$ cat src/hw/rtl/opwe_pkg.sv
package opwe_pkg;

  localparam int CODE_W  = 24;
  localparam int BLEN_W  = 5;
  localparam int TUNIT_W = 16;
  localparam int GUARD_W = 7;
  localparam int DUR_W   = 23;
  localparam int CFG_IDX_W = 3;
  localparam int STEP_W  = 3;

  localparam logic [GUARD_W-1:0] GUARD_MIN = 7'd15;
  localparam logic [GUARD_W-1:0] GUARD_MAX = 7'd72;
  localparam logic [GUARD_W-1:0] MULT_ONE  = 7'd1;
  localparam logic [GUARD_W-1:0] MULT_LONG = 7'd3;

  localparam logic [CFG_IDX_W-1:0] REG_CODE_WORD   = 3'd0;
  localparam logic [CFG_IDX_W-1:0] REG_BIT_LENGTH  = 3'd1;
  localparam logic [CFG_IDX_W-1:0] REG_TIME_UNIT   = 3'd2;
  localparam logic [CFG_IDX_W-1:0] REG_GUARD_UNITS = 3'd3;

  typedef logic [STEP_W-1:0] step_t;

  localparam step_t STEP_IDLE  = 3'd0;
  localparam step_t STEP_TEST  = 3'd1;
  localparam step_t STEP_BITHI = 3'd2;
  localparam step_t STEP_BITLO = 3'd3;
  localparam step_t STEP_STOP  = 3'd4;
  localparam step_t STEP_GUARD = 3'd5;

  // sequencing of one microstep
  typedef enum logic [1:0] {
    SQ_NEXT,      // advance (after the segment is taken, if any)
    SQ_JUMP,      // go to target (after the segment is taken, if any)
    SQ_WAIT_REQ,  // hold until an input transfer with frame_request set
    SQ_TEST_CNT   // bits left: pop one and advance; none: go to target
  } seq_t;

  typedef enum logic [1:0] {
    MS_ONE,
    MS_BIT_LONG,   // 3 for a one bit, else 1
    MS_BIT_SHORT,  // 1 for a one bit, else 3
    MS_GUARD
  } mult_sel_t;

  typedef struct packed {
    logic      emit;
    logic      level;
    mult_sel_t mult;
    logic      last;
    seq_t      seq;
    step_t     target;
  } uword_t;

  typedef struct packed {
    logic load;   // start frame: load bit counter
    logic pop;    // take next code bit
    logic emit;   // write a segment to the output register
  } act_t;

  typedef struct packed {
    logic cnt_zero;
    logic slot_free;
  } dp_stat_t;

endpackage

$ cat src/hw/rtl/opwe_urom.sv
module opwe_urom
  import opwe_pkg::*;
(
  input  step_t  step,
  output uword_t uword
);

  always_comb begin
    uword = '{emit: 1'b0, level: 1'b0, mult: MS_ONE, last: 1'b0,
              seq: SQ_JUMP, target: STEP_IDLE};
    case (step)
      STEP_IDLE: begin
        uword.seq = SQ_WAIT_REQ;
      end
      STEP_TEST: begin
        uword.seq    = SQ_TEST_CNT;
        uword.target = STEP_STOP;
      end
      STEP_BITHI: begin
        uword.emit  = 1'b1;
        uword.level = 1'b1;
        uword.mult  = MS_BIT_LONG;
        uword.seq   = SQ_NEXT;
      end
      STEP_BITLO: begin
        uword.emit   = 1'b1;
        uword.mult   = MS_BIT_SHORT;
        uword.target = STEP_TEST;
      end
      STEP_STOP: begin
        uword.emit  = 1'b1;
        uword.level = 1'b1;
        uword.seq   = SQ_NEXT;
      end
      STEP_GUARD: begin
        uword.emit = 1'b1;
        uword.mult = MS_GUARD;
        uword.last = 1'b1;
      end
      default: begin
        uword.target = STEP_IDLE;
      end
    endcase
  end

endmodule

$ cat src/hw/rtl/opwe_seq.sv
module opwe_seq
  import opwe_pkg::*;
(
  input  logic     clk,
  input  logic     rst_n,
  input  uword_t   uword,
  input  dp_stat_t stat,
  input  logic     in_valid,
  input  logic     in_frame_request,
  output logic     in_ready,
  output step_t    step,
  output act_t     act
);

  step_t step_r, step_nxt;

  assign step     = step_r;
  assign in_ready = (uword.seq == SQ_WAIT_REQ);

  always_comb begin
    step_nxt = step_r;
    act      = '0;
    case (uword.seq)
      SQ_WAIT_REQ: begin
        if (in_valid && in_frame_request) begin
          act.load = 1'b1;
          step_nxt = step_r + 1'b1;
        end
      end
      SQ_TEST_CNT: begin
        if (stat.cnt_zero) begin
          step_nxt = uword.target;
        end else begin
          act.pop  = 1'b1;
          step_nxt = step_r + 1'b1;
        end
      end
      SQ_NEXT, SQ_JUMP: begin
        if (!uword.emit || stat.slot_free) begin
          act.emit = uword.emit;
          step_nxt = (uword.seq == SQ_JUMP) ? uword.target : step_r + 1'b1;
        end
      end
      default: begin
        step_nxt = STEP_IDLE;
      end
    endcase
  end

  always_ff @(posedge clk) begin
    if (!rst_n) begin
      step_r <= STEP_IDLE;
    end else begin
      step_r <= step_nxt;
    end
  end

endmodule

$ cat src/hw/rtl/opwe_dp.sv
module opwe_dp
  import opwe_pkg::*;
#(
  parameter int MAX_BITS = 24
) (
  input  logic                 clk,
  input  logic                 rst_n,
  input  logic                 cfg_valid,
  input  logic [CFG_IDX_W-1:0] cfg_index,
  input  logic [CODE_W-1:0]    cfg_data,
  input  uword_t               uword,
  input  act_t                 act,
  output dp_stat_t             stat,
  output logic                 out_valid,
  input  logic                 out_ready,
  output logic                 out_pulse_level,
  output logic [DUR_W-1:0]     out_pulse_duration,
  output logic                 out_frame_last
);

  localparam int CNT_W = $clog2(MAX_BITS + 1);
  localparam logic [BLEN_W-1:0] MAX_LEN = BLEN_W'(MAX_BITS);

  logic [CODE_W-1:0]  code_word_r;
  logic [BLEN_W-1:0]  bit_length_r;
  logic [TUNIT_W-1:0] time_unit_r;
  logic [GUARD_W-1:0] guard_units_r;

  logic [CNT_W-1:0]   cnt_r, cnt_nxt;
  logic               bit_r, bit_nxt;
  logic [CNT_W-1:0]   pos;
  logic [CODE_W-1:0]  shifted;
  logic [BLEN_W-1:0]  len_sat;
  logic [GUARD_W-1:0] mult;

  logic               out_valid_r;
  logic               level_r;
  logic [DUR_W-1:0]   dur_r;
  logic               last_r;

  // configuration registers
  always_ff @(posedge clk) begin
    if (!rst_n) begin
      code_word_r   <= '0;
      bit_length_r  <= 5'd24;
      time_unit_r   <= 16'd400;
      guard_units_r <= 7'd30;
    end else if (cfg_valid) begin
      case (cfg_index)
        REG_CODE_WORD:   code_word_r  <= cfg_data;
        REG_BIT_LENGTH:  bit_length_r <= cfg_data[BLEN_W-1:0];
        REG_TIME_UNIT:   time_unit_r  <= cfg_data[TUNIT_W-1:0];
        REG_GUARD_UNITS: begin
          if (cfg_data[GUARD_W-1:0] >= GUARD_MIN && cfg_data[GUARD_W-1:0] <= GUARD_MAX) begin
            guard_units_r <= cfg_data[GUARD_W-1:0];
          end
        end
        default: ;
      endcase
    end
  end

  // bit counter; positions past the code word shift in zeros
  assign len_sat = (bit_length_r > MAX_LEN) ? MAX_LEN : bit_length_r;
  assign pos     = cnt_r - 1'b1;
  assign shifted = code_word_r >> pos;

  always_comb begin
    cnt_nxt = cnt_r;
    bit_nxt = bit_r;
    if (act.load) begin
      cnt_nxt = CNT_W'(len_sat);
    end else if (act.pop) begin
      cnt_nxt = pos;
      bit_nxt = shifted[0];
    end
  end

  always_ff @(posedge clk) begin
    cnt_r <= cnt_nxt;
    bit_r <= bit_nxt;
  end

  always_comb begin
    case (uword.mult)
      MS_ONE:       mult = MULT_ONE;
      MS_BIT_LONG:  mult = bit_r ? MULT_LONG : MULT_ONE;
      MS_BIT_SHORT: mult = bit_r ? MULT_ONE : MULT_LONG;
      MS_GUARD:     mult = guard_units_r;
      default:      mult = MULT_ONE;
    endcase
  end

  // output register
  always_ff @(posedge clk) begin
    if (!rst_n) begin
      out_valid_r <= 1'b0;
    end else if (act.emit) begin
      out_valid_r <= 1'b1;
    end else if (out_ready) begin
      out_valid_r <= 1'b0;
    end
  end

  always_ff @(posedge clk) begin
    if (act.emit) begin
      level_r <= uword.level;
      dur_r   <= DUR_W'(time_unit_r * mult);
      last_r  <= uword.last;
    end
  end

  assign stat.cnt_zero  = (cnt_r == '0);
  assign stat.slot_free = !out_valid_r || out_ready;

  assign out_valid          = out_valid_r;
  assign out_pulse_level    = level_r;
  assign out_pulse_duration = dur_r;
  assign out_frame_last     = last_r;

endmodule

$ cat src/hw/rtl/ook_pulse_width_encoder.sv
// channel   dir  handshake             payload
// in_       in   in_valid/in_ready     in_frame_request
// out_      out  out_valid/out_ready   out_pulse_level, out_pulse_duration, out_frame_last
// cfg_      in   cfg_valid/cfg_ready   cfg_index, cfg_data
//
// A frame of n code bits runs these microsteps:
// one step takes the request, n + 1 steps test the bit counter, one step per segment.
// A request with frame_request low is taken and emits nothing.
// Output stalls hold the microprogram on its current segment step.
// Synchronous active-low reset; config registers return to defaults.
module ook_pulse_width_encoder
  import opwe_pkg::*;
#(
  parameter int MAX_BITS = 24
) (
  input  logic                 clk,
  input  logic                 rst_n,
  input  logic                 in_valid,
  output logic                 in_ready,
  input  logic                 in_frame_request,
  output logic                 out_valid,
  input  logic                 out_ready,
  output logic                 out_pulse_level,
  output logic [DUR_W-1:0]     out_pulse_duration,
  output logic                 out_frame_last,
  input  logic                 cfg_valid,
  output logic                 cfg_ready,
  input  logic [CFG_IDX_W-1:0] cfg_index,
  input  logic [CODE_W-1:0]    cfg_data
);

  step_t    step;
  uword_t   uword;
  act_t     act;
  dp_stat_t stat;

  assign cfg_ready = 1'b1;

  opwe_urom u_urom (
    .step  (step),
    .uword (uword)
  );

  opwe_seq u_seq (
    .clk              (clk),
    .rst_n            (rst_n),
    .uword            (uword),
    .stat             (stat),
    .in_valid         (in_valid),
    .in_frame_request (in_frame_request),
    .in_ready         (in_ready),
    .step             (step),
    .act              (act)
  );

  opwe_dp #(
    .MAX_BITS (MAX_BITS)
  ) u_dp (
    .clk                (clk),
    .rst_n              (rst_n),
    .cfg_valid          (cfg_valid),
    .cfg_index          (cfg_index),
    .cfg_data           (cfg_data),
    .uword              (uword),
    .act                (act),
    .stat               (stat),
    .out_valid          (out_valid),
    .out_ready          (out_ready),
    .out_pulse_level    (out_pulse_level),
    .out_pulse_duration (out_pulse_duration),
    .out_frame_last     (out_frame_last)
  );

  a_busy_after_req: assert property (@(posedge clk) disable iff (!rst_n)
    in_valid && in_ready && in_frame_request |=> !in_ready)
    else $error("input taken again right after a frame request");

  a_last_is_low: assert property (@(posedge clk) disable iff (!rst_n)
    out_valid && out_frame_last |-> !out_pulse_level)
    else $error("frame end segment not low");

  a_no_emit_idle: assert property (@(posedge clk) disable iff (!rst_n)
    act.emit |-> !in_ready)
    else $error("segment written while waiting for a request");

endmodule

$ cat config.mk
export PLATFORM = sky130hd
export DESIGN_NAME = ook_pulse_width_encoder
export DESIGN_NICKNAME = d
export VERILOG_FILES = /design/src/hw/rtl/opwe_pkg.sv /design/src/hw/rtl/opwe_urom.sv /design/src/hw/rtl/opwe_seq.sv /design/src/hw/rtl/opwe_dp.sv /design/src/hw/rtl/ook_pulse_width_encoder.sv
export SDC_FILE = /design/constraint.sdc
export NUM_CORES = 1
export LEC_CHECK = 0
export CAP_MARGIN = 20
export CORE_MARGIN = 10
export CORE_UTILIZATION = 50
export DETAILED_ROUTE_END_ITERATION = 12
export DONT_BUFFER_PORTS = 1
export PLACE_DENSITY = 0.65
export REMOVE_ABC_BUFFERS = 1
export SLEW_MARGIN = 5
export SYNTH_ARGS = -nofsm -noshare
export SYNTH_HDL_FRONTEND = slang
export SYNTH_SLANG_ARGS = --single-unit
export TNS_END_PERCENT = 10
$ cat constraint.sdc
create_clock -name clk -period 10.4 [get_ports clk]
set_clock_uncertainty 0.1 [all_clocks]
set_input_delay 1.04 -clock clk [delete_from_list [all_inputs] [get_ports clk]]
set_output_delay 1.04 -clock clk [all_outputs]
set_load 0.02 [all_outputs]
==> flow_summary.json <==
{
  "cts_setup_buffers": 0,
  "via_count": 5314,
  "overflow": 0,
  "yosysWarnings": 0,
  "drive_gt1_frac": 0.0556,
  "drtIter0Drc": 312,
  "cp-start-kind": "flop",
  "min_period_ns": 6.26,
  "worst_slew_pin_slew_ns": 0.862,
  "io_pins": 61,
  "yosys.cell_types.count": 59,
  "ys_seq_elements": 87,
  "startpoint": "u_seq.step[1]",
  "cts_tree": "done",
  "r2r_slack_ns": 4.14,
  "grt_max_degree": 75,
  "cts_max_path_buffers": 2,
  "start_util": 0.507,
  "hp-class": "reg2reg",
  "cts_resized": 0,
  "grt_pass1_wl_mm": 26.1,
  "grt_setup_unrepaired": "no",
  "tns_ns": 0,
  "timing.fmax_mhz": 160,
  "async_flop_share": 0,
  "core-area_sq_um": 14400,
  "port_buffers": 0,
  "reg2reg_from": "u_seq.step[1]",
  "num_antenna_cells": 0,
  "dr.pass1.iters": 4,
  "rows": 44,
  "first_global_vias": 5426,
  "clk_pin_slew_ns": 0.07,
  "wl_mm": 15.5,
  "h-tree-depth": 3,
  "worstPathRequired_ns": 10.39,
  "r2r_end": "u_dp.out_pulse_duration[16]",
  "drv_cap": 0,
  "path_max_fanout": 16,
  "drc_errors": 0,
  "cts_sinks": 87,
  "crit_type": "reg2reg",
  "arrival_ns": 6.25,
  "cts_buffers": 9,
  "drv_slew": 0,
  "synth_area_per_cell_sq_um": 9.42,
  "worstRegToRegCells": 20,
  "die_h_microns": 141,
  "ir_drop_mv": 0.0916,
  "hpwl_mm": 11.9,
  "ys_seq_area_frac": 0.281,
  "wl_per_cell_microns": 16.5,
  "hold_buffers": 0,
  "finalHoldViolCount": 0,
  "syn-cell-area_sq_um": 7310,
  "n_fill_cell": 1295,
  "antenna_found_initial": 0,
  "ys.flop_type": "dfxtp_1",
  "dieArea_sq_um": 19900,
  "grt_use_total": 0.156,
  "cts_root_buf": "clkbuf_16",
  "ant_nets": 0,
  "p_leak_nw": 3.68,
  "yosys.area.top_type": "fa_1",
  "whs_ns": 0.355,
  "finalCritPeriodShare": 0.601,
  "gp_congestion": 0.875,
  "ys_top_cells_by_area": "fa_1 (19%), dfxtp_1 (15%), edfxtp_1 (13%)",
  "avgViaCountPerCell": 5.66,
  "clk_latency_ns": 0.35,
  "power_per_cell_area_nw_per_um2": 145,
  "multi_input_area_sq_um": 4820,
  "synth_edf_count": 31,
  "netlist_instances": 776,
  "seqCellArea_sq_um": 2050,
  "final_nets": 899,
  "syn2layout_area_growth_pct": 5.58,
  "die_w_microns": 141,
  "synth_top_cell_area_share": 0.189,
  "status": "complete, no violations",
  "slew_headroom": 0.424,
  "setup_violations": 0,
  "cp-end-kind": "flop",
  "worstSetupEndpoint": "u_dp.out_pulse_duration[16]"
}
## power breakdown
| group | internal (W) | total, W | leakage [nW] | switching (W) |
|---|---|---|---|---|
| clock network | 0.000205 | 0.000351 | 0.159 | 0.000145 |
| registers | 0.000409 | 0.000460 | 0.739 | 0.0000507 |
| logic | 0.000125 | 0.000311 | 2.78 | 0.000186 |
## layout make-up
class | instances | share of cell area
Tap cell | 184 | 0.0298
Sequential cell | 87 | 0.266
Clock buffer | 11 | 0.0329
Timing Repair Buffer | 3 | 0.00292
Inverter | 69 | 0.0336
Clock inverter | 5 | 0.00941
Multi-Input combinational cell | 580 | 0.625
## worst min path at each step
| stage | cells after the start | start | to | slack, ns |
|---|---|---|---|---|
| global route | 2 | u_dp.code_word_r[8] | u_dp.code_word_r[8] | 0.37 |
| detailed placement | 2 | u_dp.code_word_r[10] | u_dp.code_word_r[10] | 0.35 |
| floorplan | 2 | u_dp.code_word_r[9] | u_dp.code_word_r[9] | 0.33 |
| CTS | 2 | u_dp.code_word_r[10] | u_dp.code_word_r[10] | 0.36 |
| global placement | 2 | u_dp.code_word_r[9] | u_dp.code_word_r[9] | 0.34 |
| finish | 2 | u_dp.code_word_r[10] | u_dp.code_word_r[10] | 0.35 |
## kinds of logic after synthesis
logic type	after synthesis	share of synthesized area
AOI/OAI and AO/OA	119	0.122
xor gates and xnor gates	18	0.0216
adders and majority gates	116	0.270
buffers and inverters	109	0.0599
DFF	87	0.281
muxes	23	0.0425
other	1	0.000513
and+or+nand+nor	303	0.203
## layer usage
metal / wire length (microns) / up-vias / global-route usage / share of wire
met5: 0 / - / 0 / 0
met4: 252 / 0 / 0.0554 / 0.016
met3: 1090 / 18 / 0.0457 / 0.070
met2: 7190 / 136 / 0.249 / 0.46
met1: 7010 / 2587 / 0.198 / 0.45
li1: - / 2573 / - / -
## critical path, cell delays in order (launching register included)
cell,delay [ns]
dfxtp_1,0.39
inv_1,0.11
ha_1,0.29
and2_1,0.23
a21oi_2,0.16
nor3_1,0.08
a211oi_2,0.72
and2_1,0.25
fa_1,0.43
fa_1,0.47
fa_1,0.54
inv_1,0.05
fa_1,0.53
inv_1,0.04
ha_1,0.38
a21oi_1,0.26
nand2_1,0.13
o31ai_4,0.39
nor2_1,0.11
a211oi_2,0.26
xnor2_1,0.09
## cell usage after synthesis (2+ instances only)
master	instances
buf_2	7
o21a_1	4
o311ai_1	2
nand4_1	2
nor2_1	28
and3_1	70
a31oi_1	2
a211oi_2	2
a21oi_1	19
o211ai_1	5
a311oi_1	2
a211o_1	2
mux2i_1	13
mux2_2	4
a21o_1	8
nand2_1	127
edfxtp_1	31
a211oi_1	4
nor3_1	8
a22o_1	2
o31ai_1	3
nor2b_1	11
a21boi_1	7
o21bai_1	3
or3_1	3
a21boi_0	31
inv_1	69
xnor2_1	11
dfxtp_1	56
fa_1	69
o221a_2	3
mux4_2	6
ha_1	47
buf_4	3
a21oi_2	2
o21ai_0	10
clkbuf_1	28
nand2b_1	5
xor2_1	7
nand3_1	14
and2_1	28
## per-stage QoR
stage               worst slack, ns  area [sq um]  instances  power [W]  utilization
global route                   3.67          7710        939    0.00119        0.535
CTS                            4.11          7710        939    0.00113        0.535
finish                         4.14          7710        939    0.00112        0.535
global placement               4.33          7390        923   0.000770        0.512
floorplan                      4.43          7130        736   0.000709            -
detailed placement             4.14          7390        923   0.000781        0.512
## sequential cells by signal (all words and copies together), names as in the netlist
register / count
u_dp.time_unit_r: 16
u_dp.out_frame_last: 1
u_dp.bit_length_r: 5
u_dp.out_valid: 1
u_dp.out_pulse_level: 1
u_dp.out_pulse_duration: 23
u_dp.bit_r: 1
u_dp.code_word_r: 24
u_seq.step: 3
u_dp.cnt_r: 5
u_dp.guard_units_r: 7
## cell usage in the layout (no fill, tap or decap), types with 6 or more instances in the layout
| master | Yosys | layout |
|---|---|---|
| edfxtp_1 | 31 | 31 |
| and3_1 | 70 | 70 |
| mux2i_1 | 13 | 13 |
| ha_1 | 47 | 47 |
| o21ai_0 | 10 | 10 |
| nor2b_1 | 11 | 11 |
| nand3_1 | 14 | 14 |
| mux4_2 | 6 | 6 |
| fa_1 | 69 | 69 |
| xor2_1 | 7 | 7 |
| xnor2_1 | 11 | 11 |
| nand2_1 | 127 | 127 |
| clkbuf_16 | 0 | 10 |
| a21o_1 | 8 | 8 |
| and2_1 | 28 | 28 |
| inv_1 | 69 | 69 |
| a21boi_0 | 31 | 31 |
| nor2_1 | 28 | 27 |
| a21boi_1 | 7 | 7 |
| nor3_1 | 8 | 7 |
| dfxtp_1 | 56 | 56 |
| a21oi_1 | 19 | 19 |
(Power assumes the default switching activity.)
